### src/design/gca_pkg.sv
`default_nettype none

package gca_pkg;

    // Field widths of the stream payloads
    localparam int GROUP_W = 10;
    localparam int VALUE_W = 64;
    localparam int ROWS_W  = 32;
    localparam int OP_W    = 3;

    // s_tdata: group, value; padded to whole bytes
    localparam int S_FIELDS_W = GROUP_W + VALUE_W;
    localparam int S_TDATA_W  = ((S_FIELDS_W + 7) / 8) * 8;
    // m_tdata: group_out, result, row_count; padded to whole bytes
    localparam int M_FIELDS_W = GROUP_W + VALUE_W + ROWS_W;
    localparam int M_TDATA_W  = ((M_FIELDS_W + 7) / 8) * 8;

    // Configuration port
    localparam int PADDR_W = 4;
    localparam int PDATA_W = 64;

    localparam int NUM_GROUPS_DEF = 1024;

    localparam logic [ROWS_W-1:0]  ROWS_MAX       = '1;
    localparam logic [VALUE_W-1:0] NULL_VALUE_RST = {1'b1, {(VALUE_W-1){1'b0}}};

    // Operation codes
    localparam logic [OP_W-1:0] OP_FIRST = 3'd0;
    localparam logic [OP_W-1:0] OP_LAST  = 3'd1;
    localparam logic [OP_W-1:0] OP_SUM   = 3'd2;
    localparam logic [OP_W-1:0] OP_MAX   = 3'd3;
    localparam logic [OP_W-1:0] OP_MIN   = 3'd4;
    localparam logic [OP_W-1:0] OP_COUNT = 3'd5;

    // Item modes
    localparam logic MODE_ACCUM = 1'b0;
    localparam logic MODE_READ  = 1'b1;

    // One entry of the group table
    typedef struct packed {
        logic [VALUE_W-1:0] acc;
        logic               has;
        logic [ROWS_W-1:0]  rows;
    } entry_t;

    // Controller to datapath
    typedef struct packed {
        logic clr_en;    // write a cleared entry at the sweep address
        logic rd_en;     // capture the item and read its entry
        logic wr_en;     // write the updated entry back
        logic load_out;  // load the result register
    } cmd_t;

    // Datapath to controller
    typedef struct packed {
        logic is_read;   // captured item is a read
        logic clr_last;  // sweep is at its last entry
    } sts_t;

    // Ops 5..7 all behave as count
    function automatic logic is_count_op(input logic [OP_W-1:0] op);
        return op > OP_MIN;
    endfunction

endpackage

`default_nettype wire

### src/design/gca_ctrl.sv
`default_nettype none

module gca_ctrl (
    input  wire logic          aclk,
    input  wire logic          aresetn,
    input  wire logic          s_tvalid,
    output logic               s_tready,
    output logic               m_tvalid,
    input  wire logic          m_tready,
    input  wire gca_pkg::sts_t sts,
    output gca_pkg::cmd_t      cmd
);
    import gca_pkg::*;

    typedef enum logic [1:0] {
        ST_CLEAR,
        ST_IDLE,
        ST_EXEC
    } state_t;

    state_t state_reg;
    state_t state_next;
    logic   m_tvalid_reg;
    logic   m_tvalid_next;
    logic   exec_go;

    // A read may finish only when the result slot is free or draining
    assign exec_go = !sts.is_read || !m_tvalid_reg || m_tready;

    always_comb begin
        cmd           = '0;
        state_next    = state_reg;
        m_tvalid_next = m_tvalid_reg;
        if (m_tready) begin
            m_tvalid_next = 1'b0;
        end
        case (state_reg)
            ST_CLEAR: begin
                cmd.clr_en = 1'b1;
                if (sts.clr_last) begin
                    state_next = ST_IDLE;
                end
            end
            ST_IDLE: begin
                if (s_tvalid) begin
                    cmd.rd_en  = 1'b1;
                    state_next = ST_EXEC;
                end
            end
            ST_EXEC: begin
                if (exec_go) begin
                    cmd.wr_en    = 1'b1;
                    cmd.load_out = sts.is_read;
                    state_next   = ST_IDLE;
                    if (sts.is_read) begin
                        m_tvalid_next = 1'b1;
                    end
                end
            end
            default: begin
                state_next = ST_CLEAR;
            end
        endcase
    end

    always_ff @(posedge aclk) begin
        if (!aresetn) begin
            state_reg    <= ST_CLEAR;
            m_tvalid_reg <= 1'b0;
        end else begin
            state_reg    <= state_next;
            m_tvalid_reg <= m_tvalid_next;
        end
    end

    assign s_tready = (state_reg == ST_IDLE);
    assign m_tvalid = m_tvalid_reg;

endmodule

`default_nettype wire

### config.mk
export PLATFORM = sky130hd
export DESIGN_NAME = gca_ctrl
export DESIGN_NICKNAME = d
export VERILOG_FILES = /design/src/design/gca_pkg.sv /design/src/design/gca_ctrl.sv
export SDC_FILE = /design/constraint.sdc
export NUM_CORES = 1
export LEC_CHECK = 0
export ABC_AREA = 1
export BUFFER_PORTS_ARGS = -buffer_cell sky130_fd_sc_hd__buf_2
export CAP_MARGIN = 15
export CORE_AREA = 2 2 39 41
export DETAILED_ROUTE_END_ITERATION = 8
export DIE_AREA = 0 0 41 43
export PLACE_DENSITY = 0.31
export SLEW_MARGIN = 5
export SYNTH_ARGS = -nofsm -noshare
export SYNTH_HDL_FRONTEND = slang
export SYNTH_SLANG_ARGS = --single-unit
### constraint.sdc
create_clock -name aclk -period 2.3 [get_ports aclk]
set_clock_uncertainty 0.05 [all_clocks]
set_input_delay 0.115 -clock aclk [delete_from_list [all_inputs] [get_ports aclk]]
set_output_delay 0.115 -clock aclk [all_outputs]
set_load 0.02 [all_outputs]
* Yosys cells after proc, flatten, opt, wreduce, memory -nomap -nowiden
Index checks and enable logic that the tools add are counted.
Cells by class: equal/unequal tests 5, reduce and logical (&&, ||, !) cells 6, multiplexer cells 13
Operator list (count):
- $mux 2 | 5
- $mux 1 | 7
- $ne 2x2->1 const B | 3
- $pmux 2 s3 | 1
- $reduce_and 3->1 | 1
- $eq 2x1->1 const B | 1
- $eq 2x2->1 const B | 1
- $logic_not 1->1 | 2
- $logic_not 2->1 | 1
- $logic_or 1x1->1 | 2
Word-level totals: logic and storage cells 26, flip-flop bits (word level) 3, output and inout port bits 6, bits of input ports 6

* Depth between registers and ports, before layout
Gate-level depths: netlist (run 1).
depth after elaboration 5, depth in mapped cells 5, gate-level depth less buffers 5

* Worst setup path before layout (run 1)
Ideal clock, no wire load.
path kind register to output, start point reg state_reg[1], end point out cmd[1] (netlist bit), arrival 955 ps, buffers on the path 0, stages on the path, launching flop included 3, data required time 2135 ps, slack 1180 ps, cell sequence dfxtp_1 > inv_2 > nor3_1
RTL lines:
- from (decl) | line gca_ctrl.sv:21 | state_t state_reg;
- from (signal assigned) | line gca_ctrl.sv:71 | state_reg <= state_next;
- to (decl) | line gca_ctrl.sv:11 | output gca_pkg::cmd_t cmd

==> insert_results.sql, run 1 <==
INSERT INTO impl_metrics (metric_group, metric, value, unit) VALUES
('clocking', 'post_cts_resized', '0', ''),
('worst_setup_path', 'critical_path.startpoint_type', 'flop', ''),
('logic_synthesis', 'syn_inst', '28', ''),
('sta', 'finalWorstPathRequiredPeriod', '1280', 'ps'),
('global_route', 'maximum_number_of_pins_on_one_net_before_global_route_repair', '7', ''),
('pwr', 'total_leakage_power', '0.155', 'nW'),
('sta', 'timing.slew.headroom', '0.827', ''),
('logic_synthesis', 'synth_top_flop_cell', 'sky130_fd_sc_hd__dfxtp_1', ''),
('floorplan', 'chipHeight', '43', 'um'),
('pwr', 'power_per_cell_area', '652', 'nW/um2'),
('finish', 'fin_cells', '59', ''),
('clocking', 'clk_root_buffer_cell', 'sky130_fd_sc_hd__clkbuf_4', ''),
('worst_setup_path', 'critical_path.max_fanout', '3', ''),
('detailed_routing', 'detail_route.vias_per_cell', '3.36', ''),
('logic_synthesis', 'synth_edf_count', '0', ''),
('logic_synthesis', 'mappedNetlistNets', '34', ''),
('logic_synthesis', 'synth.distinct_cells', '13', ''),
('finish', 'syn_to_final_growth', '55.1', '%'),
('clocking', 'max-clock-path-buffers', '2', ''),
('sta', 'final-max-slew-violation-count', '0', ''),
('logic_synthesis', 'synthTopCellsByArea', 'sky130_fd_sc_hd__dfxtp_1 33%, sky130_fd_sc_hd__nand2_1 14%, sky130_fd_sc_hd__nor2_2 10%, sky130_fd_sc_hd__inv_1 8.2%, sky130_fd_sc_hd__nor2_4 6.1%', ''),
('sta', 'final-hold-violation-count', '0', ''),
('finish', 'diodes', '0', ''),
('status', 'outcome', 'completed', ''),
('floorplan', 'die_outline_width', '41', 'um'),
('sta', 'grt_setup_unrepaired', 'false', ''),
('clocking', 'cts_buf_count', '3', ''),
('finish', 'largest_reg_flops', '2', ''),
('detailed_routing', 'route.detailed.wl_per_inst', '6.98', 'um'),
('sta', 'totalNegativeSetupSlack', '0', 'ps'),
('worst_setup_path', 'critPathMaxStageDelay', '410', 'ps'),
('clocking', 'worstSkewPairLatency', '230', 'ps'),
('detailed_routing', 'drt_wl_total', '412', 'um'),
('logic_synthesis', 'async_reset_ff_frac', '0', ''),
('worst_setup_path', 'rr_startpoint', 'state_reg[0]$_SDFFE_PN0P_', ''),
('placed_design', 'dpl.hpwl', '355', 'um'),
('placed_design', 'finalWeightedCongestion', '0.576', ''),
('clocking', 'post_cts_hold_buffer_count', '0', ''),
('detailed_routing', 'detail-route-antenna-nets', '0', ''),
('sta', 'post-route-worst-setup-slack', '1020', 'ps'),
('floorplan', 'floorplan.die_area', '1760', 'um2'),
('logic_synthesis', 'ys.warnings.count', '0', ''),
('sta', 'setup_viol', '0', ''),
('floorplan', 'initial_core_util', '0.133', ''),
('clocking', 'tritoncts_clock_tree', 'done', ''),
('logic_synthesis', 'synth_largest_area_cell', 'sky130_fd_sc_hd__dfxtp_1', ''),
('finish', 'post-route-util', '0.206', ''),
('placed_design', 'port_buffers', '11', ''),
('logic_synthesis', 'synth_seq_area_share', '0.327', ''),
('worst_setup_path', 'timing.critical_path.to_type', 'output port', ''),
('placed_design', 'dp_worst_setup_slack', '1240', 'ps'),
('logic_synthesis', 'synthesis.area', '184', 'um2'),
('finish', 'fin_nets', '50', ''),
('placed_design', 'post-place-cells', '55', ''),
('worst_setup_path', 'timing.critical_path.from', 'state_reg[1]$_SDFFE_PN0P_', ''),
('logic_synthesis', 'synth_top_cell_area_share', '0.327', ''),
('worst_setup_path', 'timing.reg2reg.worst_path_depth', '5', ''),
('finish', 'drive_gt1_frac', '0.512', ''),
('detailed_routing', 'drt-initial-drc-count', '0', ''),
('global_route', 'grt.total_usage', '0.0571', ''),
('hold_path', 'holdCritStartpoint', 'aresetn', ''),
('sta', 'fmaxAchievable', '781', 'MHz'),
('detailed_routing', 'dr_total_vias', '198', ''),
('detailed_routing', 'drt_pass1_iterations', '1', ''),
('worst_setup_path', 'setup.worst_path.class', 'flop to output port', ''),
('logic_synthesis', 'synth_top_cells_by_count', '7 x sky130_fd_sc_hd__nand2_1, 4 x sky130_fd_sc_hd__inv_1, 3 x sky130_fd_sc_hd__dfxtp_1, 3 x sky130_fd_sc_hd__nor2_2', ''),
('worst_setup_path', 'cp_data_arrival_time', '1120', 'ps'),
('logic_synthesis', 'synth_area_per_cell', '6.57', 'um2'),
('logic_synthesis', 'synth_seq_cells', '3', ''),
('worst_setup_path', 'crit-reg2reg-capture', 'state_reg[0]$_SDFFE_PN0P_', ''),
('worst_setup_path', 'crit_path_top_delay_cell', 'sky130_fd_sc_hd__dfxtp_1', '');
-- worst max-delay path: cells and delay by family, from the launching register on --
family	cells	cell delay, ps
flops	1	410
simple gates	3	250
buf+inv	2	230
-- logic make-up after synthesis --
family / synth area share
flip-flops: 0.327
buffers and inverters: 0.122
AND/OR/NAND/NOR: 0.476
AO/OA/AOI/OAI: 0.0748
-- placed cells by master (no fill, tap or decap), drive strengths merged --
master	n
nand2	8
clkbuf	4
nor2	6
nor3	1
nand3b	1
dfxtp	3
buf	11
nand3	1
inv	6
a21oi	2
-- layer usage --
metal	up-vias	share of wire	global-route usage	routed length, um
met2	6	0.43	0.0656	179
met3	0	0.090	0.0314	37
met4	0	0	0.0600	0
li1	114	-	-	-
met1	78	0.47	0.0671	194
met5	-	0	0	0
-- report_power, final --
group / switching, mW / internal (mW)
clock: 0.0246 / 0.0648
combinational: 0.0221 / 0.0145
sequential: 0.00491 / 0.0552
total: 0.0516 / 0.134
-- layout make-up --
| class | count | area, um2 |
|---|---|---|
| Sequential cell | 3 | 60.1 |
| Tap cell | 16 | 20.0 |
| Timing Repair Buffer | 11 | 55.1 |
| Fill cell | 162 | 1100 |
| Inverter | 6 | 22.5 |
| Clock buffer | 4 | 26.3 |
| Multi-Input combinational cell | 19 | 101 |
-- how the worst min path moves through the flow --
stage	to	slack, ps	cells past startpoint
after floorplan	state_reg[0]$_SDFFE_PN0P_	200	2
after CTS	state_reg[0]$_SDFFE_PN0P_	90	3
after global routing	state_reg[0]$_SDFFE_PN0P_	90	3
after detailed placement	state_reg[0]$_SDFFE_PN0P_	320	3
final	state_reg[0]$_SDFFE_PN0P_	90	3
after global placement	state_reg[0]$_SDFFE_PN0P_	320	3
-- through the flow --
stage / cell area [um2] / hold slack (ps) / total power, mW
after floorplan: 184 / 200 / 0.0845
after global placement: 259 / 319 / 0.0986
after detailed placement: 259 / 324 / 0.0983
after CTS: 285 / 87.2 / 0.190
after global routing: 285 / 88.7 / 0.203
final: 285 / 87.5 / 0.186
No activity file was read; power rests on OpenSTA's default activity.
==> run 2: changes to the inputs <==
Clock period 2.3 ns to 1.33 ns, I/O delays scaled along.
==> run 2 against run 1 <==
Effect of this change:
- critical path depth unchanged
- routed wire length down 4.1%
- power up 72%
- worst setup slack worse by 920 ps
- critical path type unchanged
- critical endpoint unchanged
==> insert_results.sql, run 2 (synthesis gave the netlist of run 1 again) <==
INSERT INTO impl_metrics (metric_group, metric, value, unit) VALUES
('status', 'outcome', 'completed', ''),
('sta', 'timing.slew.headroom', '0.867', ''),
('global_route', 'grt-ovfl-total', '0', ''),
('clocking', 'tritoncts_clock_tree', 'done', ''),
('hold_path', 'min-delay-path-class', 'input port to flop', ''),
('worst_setup_path', 'timing.critical_path.to_type', 'output port', ''),
('floorplan', 'initial_core_util', '0.133', ''),
('global_route', 'grt_pass1_vias', '202', ''),
('clocking', 'cts_htree_levels', '1', ''),
('finish', 'mostFrequentLayoutCells', '11 x sky130_fd_sc_hd__buf_2, 7 x sky130_fd_sc_hd__nand2_1, 4 x sky130_fd_sc_hd__inv_1, 3 x sky130_fd_sc_hd__nor2_2, 3 x sky130_fd_sc_hd__clkbuf_4', ''),
('sta', 'final-hold-violation-count', '0', ''),
('pwr', 'total_leakage_power', '0.156', 'nW'),
('worst_setup_path', 'critical_path.max_fanout', '3', ''),
('sta', 'setup_viol', '0', ''),
('placed_design', 'port_buffers', '11', ''),
('detailed_routing', 'route.detailed.wl_per_inst', '6.69', 'um'),
('worst_setup_path', 'timing.critical_path.from', 'state_reg[1]$_SDFFE_PN0P_', ''),
('detailed_routing', 'dr_total_vias', '212', ''),
('detailed_routing', 'drt_pass1_iterations', '2', ''),
('hold_path', 'holdCritStartpoint', 'aresetn', ''),
('placed_design', 'cell_area_placed', '259', 'um2'),
('worst_setup_path', 'critical_path.startpoint_type', 'flop', ''),
('finish', 'fin_nets', '50', ''),
('floorplan', 'die_outline_width', '41', 'um'),
('sta', 'hold-worst-slack', '33.0', 'ps'),
('floorplan', 'coreArea', '1380', 'um2'),
('worst_setup_path', 'cp_data_arrival_time', '1110', 'ps'),
('detailed_routing', 'drt_wl_total', '395', 'um'),
('pwr', 'report.power.total', '0.320', 'mW'),
('sta', 'finalCritPeriodShare', '0.923', ''),
('finish', 'layout_commonest_cell', 'sky130_fd_sc_hd__buf_2', ''),
('pwr', 'power_per_cell_area', '1120', 'nW/um2'),
('placed_design', 'dpl.hpwl', '366', 'um'),
('finish', 'postLayoutCellArea', '287', 'um2'),
('sta', 'totalNegativeSetupSlack', '0', 'ps'),
('clocking', 'worstSkewPairLatency', '230', 'ps'),
('floorplan', 'chipHeight', '43', 'um'),
('clocking', 'cts_buf_count', '3', ''),
('worst_setup_path', 'cp.required', '1210', 'ps'),
('sta', 'final-max-slew-violation-count', '0', ''),
('global_route', 'grt_first_pass_wirelength', '696', 'um'),
('global_route', 'maximum_number_of_pins_on_one_net_before_global_route_repair', '7', ''),
('finish', 'drive_gt1_frac', '0.535', ''),
('detailed_routing', 'drcViolationCount', '0', ''),
('clocking', 'max-clock-path-buffers', '2', ''),
('clocking', 'post_cts_resized', '0', ''),
('job', 'cap_violations', '0', ''),
('clocking', 'clk_root_buffer_cell', 'sky130_fd_sc_hd__clkbuf_4', ''),
('finish', 'diodes', '0', ''),
('floorplan', 'core.rowCount', '14', ''),
('clocking', 'cts_setup_buffers', '0', ''),
('finish', 'syn_to_final_growth', '55.8', '%'),
('detailed_routing', 'detail_route.vias_per_cell', '3.59', ''),
('clocking', 'post_cts_hold_buffer_count', '0', ''),
('global_route', 'antenna_found_initial', '0', ''),
('clocking', 'number_of_sinks_on_the_clock_net', '3', ''),
('sta', 'grt_setup_unrepaired', 'false', ''),
('pwr', 'max-vdd-ir-drop', '0.000281', 'V'),
('sta', 'timing_worst_slew_pin_value', '199', 'ps'),
('sta', 'post-route-worst-setup-slack', '102', 'ps'),
('sta', 'fmaxAchievable', '814', 'MHz'),
('detailed_routing', 'detail-route-antenna-nets', '0', ''),
('clocking', 'cts.clk_slew.worst_paths', '30', 'ps'),
('placed_design', 'dp_worst_setup_slack', '319', 'ps'),
('floorplan', 'boundaryPins', '12', ''),
('sta', 'finalWorstPathRequiredPeriod', '1230', 'ps'),
('detailed_routing', 'drt-initial-drc-count', '3', ''),
('floorplan', 'floorplan.die_area', '1760', 'um2'),
('global_route', 'grt.total_usage', '0.0623', ''),
('placed_design', 'finalWeightedCongestion', '0.566', ''),
('worst_setup_path', 'rr_startpoint', 'state_reg[1]$_SDFFE_PN0P_', ''),
('worst_setup_path', 'setup.worst_path.class', 'flop to output port', ''),
('finish', 'largest_reg_flops', '2', '');
==> run 2: cell count changes in the layout (fill, tap and decap cells not counted) <==
| cell | change |
|---|---|
| sky130_fd_sc_hd__dfxtp_1 | -1 |
| sky130_fd_sc_hd__dfxtp_2 | +1 |
==> run 2: per-layer routing <==
| layer | vias to the layer above | share of wire | GRT usage | routed length (um) |
|---|---|---|---|---|
| li1 | 113 | - | - | - |
| met1 | 91 | 0.44 | 0.0774 | 174 |
| met2 | 8 | 0.47 | 0.0719 | 184 |
| met3 | 0 | 0.091 | 0.0471 | 36 |
| met4 | 0 | 0 | 0.0400 | 0 |
| met5 | - | 0 | 0 | 0 |
==> run 2: final timing paths <==
check	to	cells after the start	slack, ps
worst max-delay path	cmd[0]	5	100
worst min-delay path	state_reg[0]$_SDFFE_PN0P_	3	30
worst max register to register	state_reg[0]$_SDFFE_PN0P_	5	370
worst min register to register	m_tvalid$_SDFF_PN0_	2	440
==> run 2: worst max-delay path, stage by stage, from the launching register on <==
cell and delay (ps):
sky130_fd_sc_hd__dfxtp_1 410, sky130_fd_sc_hd__inv_2 70, sky130_fd_sc_hd__nor2_2 100, sky130_fd_sc_hd__nand2_1 70, sky130_fd_sc_hd__nor2_1 70, sky130_fd_sc_hd__buf_2 160
==> run 2: area by class of cell <==
class,count,area (um2)
clock buffers,4,26.3
fillers,172,1100
inverters,6,22.5
multi-input cells,19,101
flip-flops and latches,3,61.3
well taps,16,20.0
repair buffers,11,55.1
==> run 2: power breakdown <==
| group | switching (mW) | internal, mW |
|---|---|---|
| clock | 0.0408 | 0.112 |
| sequential | 0.00814 | 0.0962 |
| combinational | 0.0382 | 0.0251 |
==> run 2: per-stage QoR <==
step	utilization	std cells
after floorplan	-	28
after global placement	0.187	55
after detailed placement	0.187	55
after CTS	0.206	59
after global routing	0.207	59
final	0.207	59
==> run 3: changes to the inputs <==
Settings changed: CELL_PAD_IN_SITES_DETAIL_PLACEMENT set to 0, CELL_PAD_IN_SITES_GLOBAL_PLACEMENT set to 1, PLACE_DENSITY 0.31 to 0.43.
==> run 3 against run 2 <==
Effect of this change:
- power rose by 2.6%
- die area did not move
- non-clock buffer count did not move
- highest routed layer unchanged
==> insert_results.sql, run 3 (synthesis gave the netlist of run 1 again) <==
INSERT INTO impl_metrics (metric_group, metric, value, unit) VALUES
('status', 'outcome', 'completed', ''),
('sta', 'timing.slew.headroom', '0.836', ''),
('detailed_routing', 'drcViolationCount', '0', ''),
('pwr', 'total_leakage_power', '0.156', 'nW'),
('worst_setup_path', 'crit_path_top_delay_cell', 'sky130_fd_sc_hd__dfxtp_1', ''),
('finish', 'mostFrequentLayoutCells', '11 x sky130_fd_sc_hd__buf_2, 7 x sky130_fd_sc_hd__nand2_1, 4 x sky130_fd_sc_hd__inv_1, 3 x sky130_fd_sc_hd__nor2_2, 3 x sky130_fd_sc_hd__clkbuf_4', ''),
('clocking', 'clk_root_buffer_cell', 'sky130_fd_sc_hd__clkbuf_4', ''),
('worst_setup_path', 'cp.required', '1210', 'ps'),
('pwr', 'power_per_cell_area', '1150', 'nW/um2'),
('global_route', 'antenna_found_initial', '0', ''),
('finish', 'diodes', '0', ''),
('global_route', 'grt.total_usage', '0.0701', ''),
('sta', 'grt_setup_unrepaired', 'false', ''),
('global_route', 'grt_pass1_vias', '189', ''),
('sta', 'totalNegativeSetupSlack', '0', 'ps'),
('job', 'cap_violations', '0', ''),
('clocking', 'worstSkewPairLatency', '230', 'ps'),
('worst_setup_path', 'critPathMaxStageDelay', '440', 'ps'),
('global_route', 'maximum_number_of_pins_on_one_net_before_global_route_repair', '7', ''),
('detailed_routing', 'drt_wl_total', '445', 'um'),
('floorplan', 'chipHeight', '43', 'um'),
('floorplan', 'floorplan.die_area', '1760', 'um2'),
('floorplan', 'boundaryPins', '12', ''),
('worst_setup_path', 'crit_family', 'flip-flops', ''),
('floorplan', 'core.rowCount', '14', ''),
('clocking', 'max-clock-path-buffers', '2', ''),
('finish', 'layout_commonest_cell', 'sky130_fd_sc_hd__buf_2', ''),
('sta', 'finalCritPeriodShare', '0.917', ''),
('sta', 'final-hold-violation-count', '0', ''),
('sta', 'timing_worst_slew_pin_value', '245', 'ps'),
('hold_path', 'min-delay-path-class', 'input port to flop', ''),
('finish', 'largest_reg_flops', '2', ''),
('finish', 'drive_gt1_frac', '0.535', ''),
('worst_setup_path', 'critical_path.max_fanout', '6', ''),
('clocking', 'number_of_sinks_on_the_clock_net', '3', ''),
('floorplan', 'die_outline_width', '41', 'um'),
('placed_design', 'finalWeightedCongestion', '0.620', ''),
('detailed_routing', 'detail_route.vias_per_cell', '3.54', ''),
('placed_design', 'port_buffers', '11', ''),
('worst_setup_path', 'timing.critical_path.buf_inv', '3', ''),
('detailed_routing', 'drt_pass1_iterations', '2', ''),
('detailed_routing', 'detail-route-antenna-nets', '0', ''),
('floorplan', 'coreArea', '1380', 'um2'),
('global_route', 'grt_first_pass_wirelength', '717', 'um'),
('sta', 'final-max-slew-violation-count', '0', ''),
('placed_design', 'dpl.hpwl', '358', 'um'),
('clocking', 'cts.clk_slew.worst_paths', '40', 'ps'),
('sta', 'setup_viol', '0', ''),
('global_route', 'grt-ovfl-total', '0', ''),
('clocking', 'cts_htree_levels', '1', ''),
('detailed_routing', 'route.detailed.wl_per_inst', '7.54', 'um'),
('worst_setup_path', 'timing.critical_path.to_type', 'output port', ''),
('worst_setup_path', 'setup.worst_path.class', 'flop to output port', ''),
('clocking', 'cts_buf_count', '3', ''),
('worst_setup_path', 'series_of_cell_instances_along_the_critical_path', 'inv_2 -> nor2_4 -> nand2_2 -> inv_1 -> buf_2', ''),
('sta', 'fmaxAchievable', '820', 'MHz'),
('worst_setup_path', 'critical_path.startpoint_type', 'flop', ''),
('clocking', 'tritoncts_clock_tree', 'done', ''),
('pwr', 'max-vdd-ir-drop', '0.000479', 'V'),
('detailed_routing', 'dr_total_vias', '209', ''),
('detailed_routing', 'drt-initial-drc-count', '2', ''),
('sta', 'hold-worst-slack', '32.0', 'ps'),
('finish', 'fin_nets', '50', ''),
('sta', 'finalWorstPathRequiredPeriod', '1220', 'ps'),
('finish', 'syn_to_final_growth', '55.8', '%'),
('clocking', 'post_cts_hold_buffer_count', '0', ''),
('worst_setup_path', 'cp_data_arrival_time', '1100', 'ps'),
('floorplan', 'initial_core_util', '0.133', '');
## run 3: repair_timing
item / in CTS / in global routing
setup buffers: 0 / 0
hold endpoints to repair: 0 / 0
endpoints found under the setup margin: 0 / 1
resized for setup: 0 / 1
## run 3: layout make-up
type / count / area, um2
clock buffers: 4 / 26.3
fillers: 165 / 1100
inverters: 6 / 22.5
multi-input cells: 19 / 101
flip-flops and latches: 3 / 61.3
well taps: 16 / 20.0
repair buffers: 11 / 55.1
## run 3: metrics by stage
stage | area (um2) | utilization | setup WS (ps) | total power, mW | cells
6_report | 287 | 0.207 | 110 | 0.329 | 59
5_1_grt | 287 | 0.207 | 12.9 | 0.358 | 59
3_3_place_gp | 259 | 0.187 | 333 | 0.169 | 55
2_1_floorplan | 184 | - | 259 | 0.146 | 28
3_5_place_dp | 259 | 0.187 | 324 | 0.169 | 55
4_1_cts | 285 | 0.206 | 48.1 | 0.341 | 59
## run 3: worst paths after layout
kind | from | endpoint | slack [ps] | cells past startpoint
worst min-delay path | aresetn | state_reg[0]$_SDFFE_PN0P_ | 30 | 3
worst max-delay path | state_reg[0]$_SDFFE_PN0P_ | cmd[2] | 110 | 5
worst min register to register | m_tvalid$_SDFF_PN0_ | m_tvalid$_SDFF_PN0_ | 420 | 2
worst max register to register | m_tvalid$_SDFF_PN0_ | state_reg[0]$_SDFFE_PN0P_ | 380 | 5
## run 3: layer usage
layer  track usage  up-vias  part of all wire  routed length (um)
li1              -      115                 -                   -
met1        0.0735       88              0.45                 200
met2        0.0719        6              0.45                 202
met3        0.0785        0             0.092                  41
met4        0.0600        0                 0                   0
met5             0        -                 0                   0
## run 3: worst min-delay path: stages
cell and delay, ps:
sky130_fd_sc_hd__buf_2 90, sky130_fd_sc_hd__nand2_1 60, sky130_fd_sc_hd__nor2_2 70
## run 3: power by group
part	total [mW]	switching (mW)	leakage [nW]	internal [mW]
logic	0.0637	0.0387	0.116	0.0251
registers	0.104	0.00813	0.0250	0.0956
clock network	0.161	0.0486	0.0150	0.113
total	0.329	0.0954	0.156	0.233
